<file path="config.mk">
export PLATFORM = sky130hd
export DESIGN_NAME = touch_event_filter
export DESIGN_NICKNAME = d
export VERILOG_FILES = /design/src/rtl/core/tef_pkg.sv /design/src/rtl/core/touch_event_filter.sv
export SDC_FILE = /design/constraint.sdc
export NUM_CORES = 1
export LEC_CHECK = 0
export BUFFER_PORTS_ARGS = -buffer_cell sky130_fd_sc_hd__buf_2
export CAP_MARGIN = 20
export CORE_MARGIN = 1
export CORE_UTILIZATION = 40
export DETAILED_ROUTE_END_ITERATION = 8
export PLACE_DENSITY_LB_ADDON = 0.05
export SLEW_MARGIN = 0
export SYNTH_ARGS = -nofsm -noshare
export SYNTH_HDL_FRONTEND = slang
export SYNTH_SLANG_ARGS = --single-unit
export TNS_END_PERCENT = 100
</file>
<file path="constraint.sdc">
create_clock -name clk -period 7.8 [get_ports clk]
set_clock_uncertainty 0.2 [all_clocks]
set_input_delay 0.78 -clock clk [delete_from_list [all_inputs] [get_ports clk]]
set_output_delay 0.78 -clock clk [all_outputs]
set_load 0.02 [all_outputs]
</file>
<file path="src/rtl/core/tef_pkg.sv">
`default_nettype none

package tef_pkg;

	typedef struct packed {
		logic [15:0] raw_x;
		logic [15:0] raw_y;
		logic        touched;
	} in_item_t;

	typedef struct packed {
		logic [1:0] event_kind;
		logic [8:0] point_x;
		logic [8:0] point_y;
	} out_item_t;

	localparam logic [1:0] KIND_DOWN = 2'd0;
	localparam logic [1:0] KIND_DRAG = 2'd1;
	localparam logic [1:0] KIND_UP   = 2'd2;

	// register index, paddr[4:2]
	localparam logic [2:0] REG_OFFSET_X    = 3'd0;
	localparam logic [2:0] REG_SCALE_X     = 3'd1;
	localparam logic [2:0] REG_OFFSET_Y    = 3'd2;
	localparam logic [2:0] REG_SCALE_Y     = 3'd3;
	localparam logic [2:0] REG_TOLERANCE_X = 3'd4;
	localparam logic [2:0] REG_TOLERANCE_Y = 3'd5;

	localparam logic [15:0] RST_OFFSET_X    = 16'd5120;
	localparam logic [9:0]  RST_SCALE_X     = 10'd115;
	localparam logic [15:0] RST_OFFSET_Y    = 16'd12288;
	localparam logic [9:0]  RST_SCALE_Y     = 10'd147;
	localparam logic [15:0] RST_TOLERANCE_X = 16'd256;
	localparam logic [15:0] RST_TOLERANCE_Y = 16'd256;

endpackage

`default_nettype wire

</file>
<file path="src/rtl/core/touch_event_filter.sv">
// touch_event_filter: raw touch samples in, pen events out
//
// input channel (in_valid/in_stall/in_data) carries one raw sample per
// transaction; output channel (out_valid/out_stall/out_data) carries one pen
// event per transaction: pen down on a new touch, pen drag when an axis moves
// past its tolerance, pen up with the last point on release. samples that
// cause no event are consumed silently.
// each moved axis goes through one shared restoring divider, one quotient bit
// per cycle: a setup state (S_LOAD) plus 16 divide steps (S_DIV) per axis. a
// sample with moved axes passes S_LOAD and S_DIV for each of them, then S_EMIT,
// where out_valid is loaded; a release goes straight to S_EMIT. in_stall stays
// high until the event is loaded into the output register, so no new sample is taken before it.
// the output register holds while out_stall is high; the next sample is taken
// meanwhile and its event waits in the final state for the register to free.
// reset (arst_n low) loads the default calibration, clears the touch state and
// the last point to zero and drops out_valid. calibration must be written over the
// apb port only while the block is idle; the block itself does not enforce this.
`default_nettype none

module touch_event_filter #(
	parameter int SCREEN_WIDTH  = 480,
	parameter int SCREEN_HEIGHT = 272
) (
	input  wire logic              clk,
	input  wire logic              arst_n,
	input  wire logic              in_valid,
	output logic                   in_stall,
	input  wire tef_pkg::in_item_t in_data,
	output logic                   out_valid,
	input  wire logic              out_stall,
	output tef_pkg::out_item_t     out_data,
	input  wire logic              psel,
	input  wire logic              penable,
	input  wire logic              pwrite,
	input  wire logic [4:0]        paddr,
	input  wire logic [31:0]       pwdata,
	output logic [31:0]            prdata,
	output logic                   pready
);

	localparam logic [15:0] LIMIT_X = 16'(SCREEN_WIDTH - 1);
	localparam logic [15:0] LIMIT_Y = 16'(SCREEN_HEIGHT - 1);

	typedef enum logic [3:0] {
		S_IDLE = 4'b0001,
		S_LOAD = 4'b0010,
		S_DIV  = 4'b0100,
		S_EMIT = 4'b1000
	} state_t;

	state_t state_q;

	logic [15:0] offset_x_q, offset_y_q, tolerance_x_q, tolerance_y_q;
	logic [9:0]  scale_x_q, scale_y_q;

	logic        was_touched_q;
	logic [15:0] last_raw_x_q, last_raw_y_q;
	logic [8:0]  last_point_x_q, last_point_y_q;

	logic        axis_q;      // 0: x, 1: y
	logic        move_y_q;
	logic [1:0]  kind_q;
	logic [15:0] quo_q;
	logic [9:0]  rem_q;
	logic [3:0]  count_q;

	logic        out_valid_q;
	tef_pkg::out_item_t out_data_q;

	logic        in_fire, cfg_write, fresh, move_x, move_y;
	logic [15:0] diff_x, diff_y;
	logic [15:0] op_raw, op_off, op_value;
	logic [9:0]  div_scale;
	logic [10:0] trial;
	logic        trial_ge;
	logic [15:0] quo_next, clamp_x, clamp_y, inv_y;
	logic        out_free;

	assign pready    = 1'b1;
	assign cfg_write = psel && penable && pwrite;
	assign in_stall  = (state_q != S_IDLE);
	assign in_fire   = in_valid && (state_q == S_IDLE);
	assign out_valid = out_valid_q;
	assign out_data  = out_data_q;
	assign out_free  = !out_valid_q || !out_stall;

	always_comb begin
		unique case (paddr[4:2])
			tef_pkg::REG_OFFSET_X:    prdata = {16'd0, offset_x_q};
			tef_pkg::REG_SCALE_X:     prdata = {22'd0, scale_x_q};
			tef_pkg::REG_OFFSET_Y:    prdata = {16'd0, offset_y_q};
			tef_pkg::REG_SCALE_Y:     prdata = {22'd0, scale_y_q};
			tef_pkg::REG_TOLERANCE_X: prdata = {16'd0, tolerance_x_q};
			tef_pkg::REG_TOLERANCE_Y: prdata = {16'd0, tolerance_y_q};
			default:                  prdata = 32'd0;
		endcase
	end

	always_comb begin
		diff_x = (in_data.raw_x >= last_raw_x_q) ? in_data.raw_x - last_raw_x_q
		                                        : last_raw_x_q - in_data.raw_x;
		diff_y = (in_data.raw_y >= last_raw_y_q) ? in_data.raw_y - last_raw_y_q
		                                        : last_raw_y_q - in_data.raw_y;
		fresh  = !was_touched_q;
		move_x = fresh || (diff_x > tolerance_x_q);
		move_y = fresh || (diff_y > tolerance_y_q);
	end

	// operand setup and divide step share the axis select
	always_comb begin
		op_raw    = axis_q ? last_raw_y_q : last_raw_x_q;
		op_off    = axis_q ? offset_y_q : offset_x_q;
		op_value  = (op_raw >= op_off) ? op_raw - op_off : 16'd0;
		div_scale = axis_q ? scale_y_q : scale_x_q;
		trial     = {rem_q, quo_q[15]};
		// a zero scale sets every quotient bit, which clamps to the limit
		trial_ge  = trial >= {1'b0, div_scale};
		quo_next  = {quo_q[14:0], trial_ge};
		clamp_x   = (quo_next > LIMIT_X) ? LIMIT_X : quo_next;
		clamp_y   = (quo_next > LIMIT_Y) ? LIMIT_Y : quo_next;
		inv_y     = LIMIT_Y - clamp_y;
	end

	always_ff @(posedge clk or negedge arst_n) begin
		if (!arst_n) begin
			offset_x_q    <= tef_pkg::RST_OFFSET_X;
			scale_x_q     <= tef_pkg::RST_SCALE_X;
			offset_y_q    <= tef_pkg::RST_OFFSET_Y;
			scale_y_q     <= tef_pkg::RST_SCALE_Y;
			tolerance_x_q <= tef_pkg::RST_TOLERANCE_X;
			tolerance_y_q <= tef_pkg::RST_TOLERANCE_Y;
		end else if (cfg_write) begin
			unique case (paddr[4:2])
				tef_pkg::REG_OFFSET_X:    offset_x_q    <= pwdata[15:0];
				tef_pkg::REG_SCALE_X:     scale_x_q     <= pwdata[9:0];
				tef_pkg::REG_OFFSET_Y:    offset_y_q    <= pwdata[15:0];
				tef_pkg::REG_SCALE_Y:     scale_y_q     <= pwdata[9:0];
				tef_pkg::REG_TOLERANCE_X: tolerance_x_q <= pwdata[15:0];
				tef_pkg::REG_TOLERANCE_Y: tolerance_y_q <= pwdata[15:0];
				default: ;
			endcase
		end
	end

	always_ff @(posedge clk or negedge arst_n) begin
		if (!arst_n) begin
			state_q        <= S_IDLE;
			was_touched_q  <= 1'b0;
			last_raw_x_q   <= 16'd0;
			last_raw_y_q   <= 16'd0;
			last_point_x_q <= 9'd0;
			last_point_y_q <= 9'd0;
			axis_q         <= 1'b0;
			move_y_q       <= 1'b0;
			kind_q         <= tef_pkg::KIND_DOWN;
			count_q        <= 4'd0;
			out_valid_q    <= 1'b0;
		end else begin
			// load on emit, otherwise drop once the receiver takes the transaction
			if (state_q == S_EMIT && out_free)
				out_valid_q <= 1'b1;
			else if (out_valid_q && !out_stall)
				out_valid_q <= 1'b0;
			unique case (state_q)
				S_IDLE: begin
					if (in_fire) begin
						was_touched_q <= in_data.touched;
						if (in_data.touched && (move_x || move_y)) begin
							if (move_x)
								last_raw_x_q <= in_data.raw_x;
							if (move_y)
								last_raw_y_q <= in_data.raw_y;
							axis_q   <= !move_x;
							move_y_q <= move_y;
							kind_q   <= fresh ? tef_pkg::KIND_DOWN : tef_pkg::KIND_DRAG;
							state_q  <= S_LOAD;
						end else if (!in_data.touched && was_touched_q) begin
							kind_q  <= tef_pkg::KIND_UP;
							state_q <= S_EMIT;
						end
					end
				end
				S_LOAD: begin
					count_q <= 4'd0;
					state_q <= S_DIV;
				end
				S_DIV: begin
					count_q <= count_q + 4'd1;
					if (&count_q) begin
						if (!axis_q) begin
							last_point_x_q <= clamp_x[8:0];
							if (move_y_q) begin
								axis_q  <= 1'b1;
								state_q <= S_LOAD;
							end else begin
								state_q <= S_EMIT;
							end
						end else begin
							last_point_y_q <= inv_y[8:0];
							state_q        <= S_EMIT;
						end
					end
				end
				S_EMIT: begin
					if (out_free)
						state_q <= S_IDLE;
				end
				default: state_q <= S_IDLE;
			endcase
		end
	end

	// divider datapath and output payload, no reset needed
	always_ff @(posedge clk) begin
		if (state_q == S_LOAD) begin
			quo_q <= op_value;
			rem_q <= 10'd0;
		end else if (state_q == S_DIV) begin
			quo_q <= quo_next;
			rem_q <= trial_ge ? 10'(trial - {1'b0, div_scale}) : trial[9:0];
		end
		if (state_q == S_EMIT && out_free) begin
			out_data_q.event_kind <= kind_q;
			out_data_q.point_x    <= last_point_x_q;
			out_data_q.point_y    <= last_point_y_q;
		end
	end

	a_valid_from_emit: assert property (@(posedge clk) disable iff (!arst_n)
		$rose(out_valid_q) |-> $past(state_q == S_EMIT))
		else $error("output valid raised outside the emit state");

	a_div_exit: assert property (@(posedge clk) disable iff (!arst_n)
		(state_q == S_DIV) && (&count_q) |=> (state_q == S_LOAD) || (state_q == S_EMIT))
		else $error("divider did not hand off after its last step");

	a_silent_release: assert property (@(posedge clk) disable iff (!arst_n)
		in_fire && !in_data.touched && !was_touched_q |=> state_q == S_IDLE)
		else $error("idle sample without touch produced work");

	a_second_axis_y: assert property (@(posedge clk) disable iff (!arst_n)
		(state_q == S_DIV) && (&count_q) && !axis_q && move_y_q |=> axis_q)
		else $error("second divide pass did not switch to the y axis");

endmodule

`default_nettype wire

</file>
---- After elaboration in Yosys (flattened, before gate mapping) ----
Index checks and enable logic that the tools add are counted.
W data, S select, Z words.
cells by class
  reduce and logical (&&, ||, !) cells .... 37
  multiplexer cells ....................... 32
  bitwise gates (word level) .............. 1
  add/sub/neg operators ................... 8
  equality and inequality tests ........... 15
  $lt $le $gt $ge ......................... 8
operators by type and width
  kind                   number
  $mux W16               7
  $pmux W16 S6           1
  $sub A16 B16 Y16       5
  $ge A16 B16 Y1         3
  $gt A16 B16 Y1         2
  $gt A16 B9 Y1 const B  2
  $mux W4                7
  $mux W10               2
  $reduce_and A4 Y1      5
  $mux W9                2
  $pmux W4 S4            1
  $reduce_and A2 Y1      7
  $reduce_and A6 Y1      2
  $ge A11 B10 Y1         1
  $sub A10 B10 Y10       1
  $sub A9 B9 Y9 const A  1
  $mux W1                8
  $pmux W4 S2            1
  $reduce_bool A2 Y1     4
  $logic_and A1 B1 Y1    7
  $eq A3 B2 Y1 const B   2
  $eq A3 B3 Y1 const B   2
  $ne A2 B2 Y1 const B   3
  $reduce_and A3 Y1      2
  other kinds (15)       23
storage, ports and cells
  logic and storage cells ................. 123
  flip-flop bits (word level) ............. 194
  output and inout port bits .............. 55
  bits of input ports ..................... 77

---- Logic depth before layout (Yosys ltp) ----
Gate-level depths: netlist of the first run.
  word-level depth ........................ 9
  depth in mapped cells ................... 24
  depth with buffers taken out ............ 21

---- Least setup slack after synthesis of the first run ----
OpenSTA, ideal clock, no wires.
  path kind ............................... input -> register
  start ................................... in in_data[17] in the netlist's numbering
  end ..................................... reg last_raw_x_q[15]
  data arrival time ....................... 4985 ps
  buffers on the path ..................... 1
  path slack .............................. 2487 ps
  stages .................................. 21
  cells stage by stage .................... inv_1 -> ha_1 -> inv_1 -> fa_1 -> a211oi_1 -> o21a_1 -> o31ai_2 -> nor4_1 -> nor3_2 -> o221ai_4 -> mux2_2 -> xor2_1 -> ha_1 -> nand4_1 -> or2_1 -> or3_1 -> nor2b_1 -> a21o_1 -> o21ba_2 -> buf_2 -> mux2_1
between the ends
  word-level cells in the longest chain between the ends .. 7
  elaborated cells between the ends (all ways) .. 9
  classes of those cells .................. add/sub: 2; order compare: 2; mux: 1; reduce/logical: 4
ends and longest elaborated chain
  what                                      line                       RTL
  from (decl)                               touch_event_filter.sv:28   input wire tef_pkg::in_item_t in_data,
  $sub A16 B16 Y16 (tied with other cells)  touch_event_filter.sv:101  : last_raw_x_q - in_data.raw_x;
  $mux W16 (*)                              touch_event_filter.sv:100  diff_x = (in_data.raw_x >= last_raw_x_q) ? in_data.raw_x - last_raw_x_q
  $gt A16 B16 Y1 (*)                        touch_event_filter.sv:105  move_x = fresh || (diff_x > tolerance_x_q);
  $logic_or A1 B1 Y1 (*)                    touch_event_filter.sv:105
  $logic_or A1 B1 Y1                        touch_event_filter.sv:168  if (in_data.touched && (move_x || move_y)) begin
  $logic_and A1 B1 Y1                       touch_event_filter.sv:168
  $reduce_and A4 Y1 (no source line) (*)    -
  to (signal assigned)                      touch_event_filter.sv:170  last_raw_x_q <= in_data.raw_x;
  to (decl)                                 touch_event_filter.sv:57   logic [15:0] last_raw_x_q, last_raw_y_q;
Every way passes the cells marked *; elsewhere a longest branch is shown, timed or not.
A chain may end at the register's enable or synchronous reset.

---- Final worst setup path of the first run ----
Ends and elaborated chain as after synthesis.

==> run metrics, run 1 <==
crit start category=primary input; Max-slew headroom=27.3%; sw frac=46.5%; Combinational Power Share=60.5%; PwrDens=421 nW/um^2; Pre-Repair DR Iteration Count=5; Pint=3.38 mW; Die Span Y=186 um; mux cell area share after synthesis=12.9%; CP max stage delay=0.58 ns; WP data required=7.93 ns; flop and latch count out of synthesis=194; Synth Area in Compound Gates=17.1%; final hold viol count=0; Clock Power Share=15.0%; wire length per cell=19.0 um; placed wire-length estimate=28600 um; All-Layer GR Usage=22.1%; synth unique cells=79; CP arrival=6.09 ns; antenna violations before repair=3; Reg power frac=24.5%; Synth Flop Type=dfrtp_1; EDFF count, synth=36; Rows=67; Final ANT Viol Nets=0; Num Clock Sinks=194; core footprint=33400 sq um; H-tree lvl count=4; PortBufs=96; later-pin clock latency in the skew report=0.45 ns; CP Buf/Inv Count=3; Syn Inst Count=1433; main combinational cell family by area after synthesis=compound AO/OA/AOI/OAI gates; Post-CTS Hold Buffers=0; RSZ-0062 raised after global routing=false; Max Clk Rate=0.168 GHz; vias per cell=5.35; Synth Area in Simple Gates=11.1%; io pins=132; ANT cells=0; Reg2Reg Depth=19; Iter 0 DRT Violations=655; CP delay by family, top=compound AO/OA/AOI/OAI gates; P&R area growth vs syn=10.7%; Crit-path slowest cell=o221ai_4; starting density of the core=40.5%; VDD IR max=0.197 mV; Vias=10450; die area=34600 sq um; final period utilization=76.3%; Final Max Slew Viols=0; first-pass GRT wire length=57400 um; vias in the first global route=10001; CP Class=primary input to register; Clock Tree Buf Depth=2; Fin Setup TNS=0 ns; Syn. warnings=0; xor/xnor share of the synthesized area=3.17%; cts repair resizes=0; nets@finish=1698; CTS tree=done; synthesized area=13500 sq um; pre-CTS WS=1.40 ns; HP Class=primary input to asynchronous set/reset pin; DRC=0; Final Critical Period=5.95 ns; maxcap violations=0; cell leakage power=7.00 nW; share of post-route cells with drive strength above 1=16.4%; Reg clk slew, reported paths=0.08 ns; die width=186 um; Synth async-reset ratio=76.3%; Worst setup EP type=register; crit-path max FO=17; Root Buffer=clkbuf_16; Critical Path Stages=21; setup ws final=1.85 ns; post-synthesis sequential area ratio=36.9%; grt total ovfl=0; final estimated routing congestion in global placement=0.835; largest net degree at the start of global routing=56; setup bufs post-CTS=0; worst-path cell chain=buf_2 > inv_1 > ha_1 > inv_1 > fa_1 > a211oi_1 > o21a_1 > o31ai_2 > nor4_1 > nor3_2 > o221ai_4 > mux2_2 > xor2_1 > ha_1 > nand4_1 > or2_1 > or3_1 > nor2b_1 > a21o_1 > o21ba_2 > mux2_1; status=finished clean; worst-margin pin slew=1.09 ns; area share of fa/ha/maj cells after synthesis=12.2%; Detailed Route WL=37100 um; Sw Pwr=2.94 mW; setup violators final=0; Avg Synthesized Cell Area=9.45 sq um; clock buffer count from CTS=17
cells in the final DEF (no fill, tap or decap), types with 36 or more instances in the layout:
cell and n:
a21o_1 40, mux2_2 64, o21ai_0 113, inv_1 128, mux2i_1 95, nand2_1 117, nor2_1 74, dfrtp_1 131
ha_1 122, a21oi_1 99, buf_2 95, edfxtp_1 36
through the flow:
stage	utilization, %	area, sq um	power [mW]	hold slack, ns	cells
final	44.8	15000	6.31	0.0796	1954
after global routing	44.8	15000	6.87	0.116	1954
after CTS	44.7	15000	6.35	0.0933	1951
after detailed placement	42.9	14300	5.38	0.240	1919
after global placement	42.9	14300	5.34	0.234	1919
after floorplan	-	13600	4.35	0.219	1448
worst register-to-register path, cell delays in order, from the launching register on:
cell and delay (ns):
dfrtp_1 0.39, ha_1 0.18, inv_1 0.06, fa_1 0.41, a211oi_1 0.34, o21a_1 0.24, o31ai_2 0.11, nor4_1 0.24
nor3_2 0.13, o221ai_4 0.58, mux2_2 0.42, xor2_1 0.15, ha_1 0.29, nand4_1 0.09, or2_1 0.29, or3_1 0.38
nor2b_1 0.15, a21o_1 0.23, o21ba_2 0.42, mux2_1 0.43
flip-flops by register name (all words and copies together), names as in the netlist:
register,flops
scale_y_q,10
offset_x_q,16
out_valid,1
quo_q,16
scale_x_q,10
axis_q,1
rem_q,10
last_point_y_q,9
tolerance_y_q,16
kind_q,2
last_raw_y_q,16
move_y_q,1
out_data,20
count_q,4
state_q,4
last_raw_x_q,16
offset_y_q,16
was_touched_q,1
tolerance_x_q,16
last_point_x_q,9
power by group through the flow:
stage | sequential [mW] | clock (mW) | combinational [mW]
after floorplan | 1.49 | 0 | 2.87
after global placement | 1.56 | 0 | 3.78
after detailed placement | 1.57 | 0 | 3.82
after CTS | 1.55 | 0.972 | 3.83
after global routing | 1.59 | 1.00 | 4.28
final | 1.55 | 0.944 | 3.82
kinds of logic (layout without fill, tap and decap cells):
kind of cell / count (synthesis) / count (layout)
xor gates and xnor gates: 49 / 49
other: 2 / 17
DFF: 194 / 194
adders and majority gates: 128 / 128
and+or+nand+nor: 316 / 316
buffers and inverters: 212 / 270
muxes: 163 / 163
AOI/OAI and AO/OA: 369 / 369
path summary, 6_finish.rpt:
path | from | slack (ns) | to
max in group asynchronous | arst_n | 6.22 | offset_x_q[11]$_DFFE_PN0P_
min in group clk | last_point_x_q[0]$_DFFE_PN0P_ | 0.25 | out_data[9]$_DFFE_PP_
setup reg to reg | last_raw_x_q[0]$_DFFE_PN0P_ | 1.97 | last_raw_x_q[15]$_DFFE_PN0P_
hold / removal | arst_n | 0.08 | last_point_y_q[7]$_DFFE_PN0P_
hold reg to reg | last_point_x_q[0]$_DFFE_PN0P_ | 0.25 | out_data[9]$_DFFE_PP_
setup / recovery | in_data[17] | 1.85 | last_raw_x_q[15]$_DFFE_PN0P_
cell type report:
class | count | area (sq um)
inverter | 129 | 484
timing repair buffer | 109 | 602
fill | 3267 | 18400
sequential | 194 | 5010
multi-input combinational | 1042 | 7730
tap | 448 | 561
clock buffer | 17 | 425
clock inverter | 15 | 188
cell usage after synthesis (8+ instances only):
cell	number	share of area [%]
a211oi_1	9	0.50
a21o_1	40	2.2
a21oi_1	100	3.7
a22o_1	18	1.2
a31oi_1	15	0.69
and3_1	8	0.37
buf_1	9	0.25
buf_2	11	0.41
buf_4	17	0.94
clkbuf_1	43	1.2
dfrtp_1	132	24
dfstp_2	16	3.1
dfxtp_1	10	1.5
edfxtp_1	36	8.0
ha_1	122	11
inv_1	128	3.5
mux2_2	64	5.3
mux2i_1	95	7.0
nand2_1	117	3.2
nand3_1	27	1.0
nand4_1	14	0.65
nor2_1	74	2.1
nor2b_1	16	0.74
nor3_1	17	0.63
o211ai_1	8	0.44
o21a_1	8	0.44
o21ai_0	113	4.2
o22ai_1	9	0.42
xnor2_1	22	1.4
xor2_1	27	1.7
layer usage:
layer / vias to the layer above / GRT usage [%] / routed length [um] / part of all wire [%]
li1: 5169 / - / - / -
met1: 5062 / 30.2 / 17900 / 48
met2: 181 / 36.2 / 17300 / 47
met3: 32 / 3.54 / 1250 / 3.4
met4: 6 / 5.51 / 582 / 1.6
met5: - / 0 / 37 / 0.10
Power figures use the tool's default switching activity.
==> run 2: changes to the inputs <==
==> constraint.sdc (replaced) <==
create_clock -name clk -period 5.09 [get_ports clk]
set_clock_uncertainty 0.2 [all_clocks]
set_input_delay 0.509 -clock clk [delete_from_list [all_inputs] [get_ports clk]]
set_output_delay 0.509 -clock clk [all_outputs]
set_load 0.02 [all_outputs]
==> run 2 against run 1 <==
Against the previous run:
- count of clock-buffer cells in the layout unchanged
- via count rose by 2.1%
- non-clock buffer count rose by 74
- die area stayed put
- hold slack improved by 0.020 ns
- clock power grew 45%
- combinational power up 68%
- cell count is 3.8% higher
- highest routed layer unchanged
- core utilization up 2.0 points
- largest power group unchanged
- sequential share of layout area decreased by 1.4 points
==> run metrics, run 2 (synthesis results as in run 1) <==
Vias=10672 (was 10450); crit-path max FO=9 (was 17); cell leakage power=7.37 nW (was 7.00 nW); Reg clk slew, reported paths=0.08 ns (about the same); Final Max Slew Viols=0 (unchanged); Num Clock Sinks=194 (unchanged); PortBufs=96 (unchanged); met2 Use GR=36.8% (was 36.2%); Final Non-Filler Cells=2029 (was 1954); worst-margin pin slew=1.05 ns (was 1.09 ns); placed wire-length estimate=29900 um (was 28600 um); final period utilization=96.3%; H-tree lvl count=4 (unchanged); Final ANT Viol Nets=0 (unchanged); pre-CTS WS=-0.317 ns (was 1.40 ns); CP Class=register to register (was primary input to register); die area=34600 sq um (unchanged); share of post-route cells with drive strength above 1=21.3% (was 16.4%); starting density of the core=40.5% (unchanged); DRC=0 (unchanged); grt met3 use=4.17% (was 3.54%); Clock Power Share=13.5% (was 15.0%); Detailed Route WL=38400 um (was 37100 um); Die Span Y=186 um (unchanged); first-pass GRT wire length=59600 um (was 57400 um); Final Util=46.8% (was 44.8%); VDD IR max=0.337 mV (was 0.197 mV); core footprint=33400 sq um (unchanged); WP data required=5.23 ns (was 7.93 ns); Root Buffer=clkbuf_16 (unchanged); Design Area, Final=15700 sq um (was 15000 sq um); crit path from=last_raw_y_q[0]$_DFFE_PN0P_ (was in_data[17]); Fin Setup TNS=0 ns (unchanged); Rows=67 (unchanged); crit start category=register (was primary input); launching point of the worst reg2reg path=last_raw_y_q[0]$_DFFE_PN0P_ (was last_raw_x_q[0]$_DFFE_PN0P_); min-delay src=out_stall; maxcap violations=0 (unchanged); Clock Tree Buf Depth=2 (unchanged); status=finished clean (unchanged); max FFs per register=20 (unchanged); Global Route met1 Usage=31.4% (was 30.2%); most frequent cells in the layout=131 x dfrtp_1, 127 x inv_1, 120 x ha_1 (was 131 x dfrtp_1, 128 x inv_1, 122 x ha_1); vias in the first global route=10479 (was 10001); CP arrival=5.04 ns (was 6.09 ns); setup ws final=0.187 ns (was 1.85 ns); Max-slew headroom=29.9% (was 27.3%); Cells after DPL=1991 (was 1919); PwrDens=648 nW/um^2 (was 421 nW/um^2); Sw Pwr=4.65 mW (was 2.94 mW); worst hold slack=0.0997 ns (was 0.0796 ns); Placed Area=14900 sq um (was 14300 sq um); antenna violations before repair=5 (was 3); P&R area growth vs syn=15.6% (was 10.7%); Worst setup EP type=register (unchanged); later-pin clock latency in the skew report=0.46 ns (was 0.45 ns); largest net degree at the start of global routing=80 (was 56); Pint=5.51 mW (was 3.38 mW); CTS tree=done (unchanged); HP Class=primary input to register (was primary input to asynchronous set/reset pin); Pre-Repair DR Iteration Count=5 (unchanged); Tot Pwr=10.2 mW (was 6.31 mW); final hold viol count=0 (unchanged); All-Layer GR Usage=23.0% (was 22.1%); Max Clk Rate=0.204 GHz; die width=186 um (unchanged); most common cell after layout, fill and taps aside=dfrtp_1 (unchanged); gr busiest metal=met2 (unchanged); Final Critical Period=4.90 ns; RSZ-0062 raised after global routing=true (was false); Combinational Power Share=63.2% (was 60.5%); io pins=132 (unchanged); nets@finish=1772 (was 1698); final estimated routing congestion in global placement=0.853 (was 0.835); grt total ovfl=0 (unchanged); vias per cell=5.26 (was 5.35); wire length per cell=18.9 um (was 19.0 um); Iter 0 DRT Violations=531 (was 655); setup violators final=0 (unchanged); clock buffer count from CTS=17 (unchanged); Reg power frac=23.3% (was 24.5%); sw frac=45.8% (was 46.5%)
-- run 2: changes by cell type in the layout (fill, tap and decap cells not counted), sizes merged --
cell,change
bufinv,-2
clkinvlp,-3
clkbuf,-1
clkinv,+5
dlygate4sd3,+1
buf,+74
diode,+1
-- run 2: layer usage --
metal | share of wire, % | wire length [um]
met1 | 48 | 18300
met2 | 47 | 17900
met3 | 3.5 | 1350
met4 | 2.1 | 809
met5 | 0.11 | 41
-- run 2: path summary, 6_finish.rpt --
check	to	depth (start not counted)	slack, ns
setup / recovery	kind_q[0]$_DFFE_PN0P_	22	0.19
hold / removal	out_valid$_DFFE_PN0P_	3	0.1
setup reg to reg	kind_q[0]$_DFFE_PN0P_	22	0.19
min in group asynchronous	last_point_x_q[1]$_DFFE_PN0P_	2	0.46
max in group asynchronous	scale_x_q[6]$_DFFE_PN1P_	3	3.11
hold reg to reg	out_data[7]$_DFFE_PP_	0	0.25
-- run 2: power by group through the flow --
stage	clock, mW	combinational, mW	sequential (mW)
floorplan	0	4.39	2.28
global placement	0	6.22	2.39
detailed placement	0	6.28	2.40
CTS	1.41	6.32	2.37
global route	1.46	7.16	2.43
finish	1.37	6.42	2.37
-- run 2: critical path, cell delays in order, from the launching register on --
cell,delay (ns)
dfrtp_1,0.37
buf_4,0.15
ha_1,0.18
inv_1,0.06
fa_1,0.39
nand3_1,0.11
a31oi_1,0.11
o21a_1,0.21
o31a_4,0.39
nor3_1,0.20
a31oi_1,0.08
xor2_1,0.17
ha_1,0.30
a21o_1,0.18
a21oi_1,0.17
a21oi_1,0.11
o31ai_2,0.27
o311ai_1,0.15
buf_4,0.18
a221o_1,0.44
buf_4,0.18
a21oi_1,0.11
o21ai_0,0.10
-- run 2: final cells by class --
class,instances,area [sq um]
well taps,448,561
flip-flops and latches,194,5010
clock buffers,17,425
repair buffers,183,1190
multi-input cells,1042,7830
clock inverters,15,156
inverters,129,484
fillers,3299,17800
diodes,1,2.50
-- run 2: what timing repair did --
action,CTS,global route
pin swaps,0,8
hold endpoints to repair,65,0
gates resized for setup,2,21
hold buffers,1,0
endpoints found under the setup margin,2,39
buffers inserted,0,3
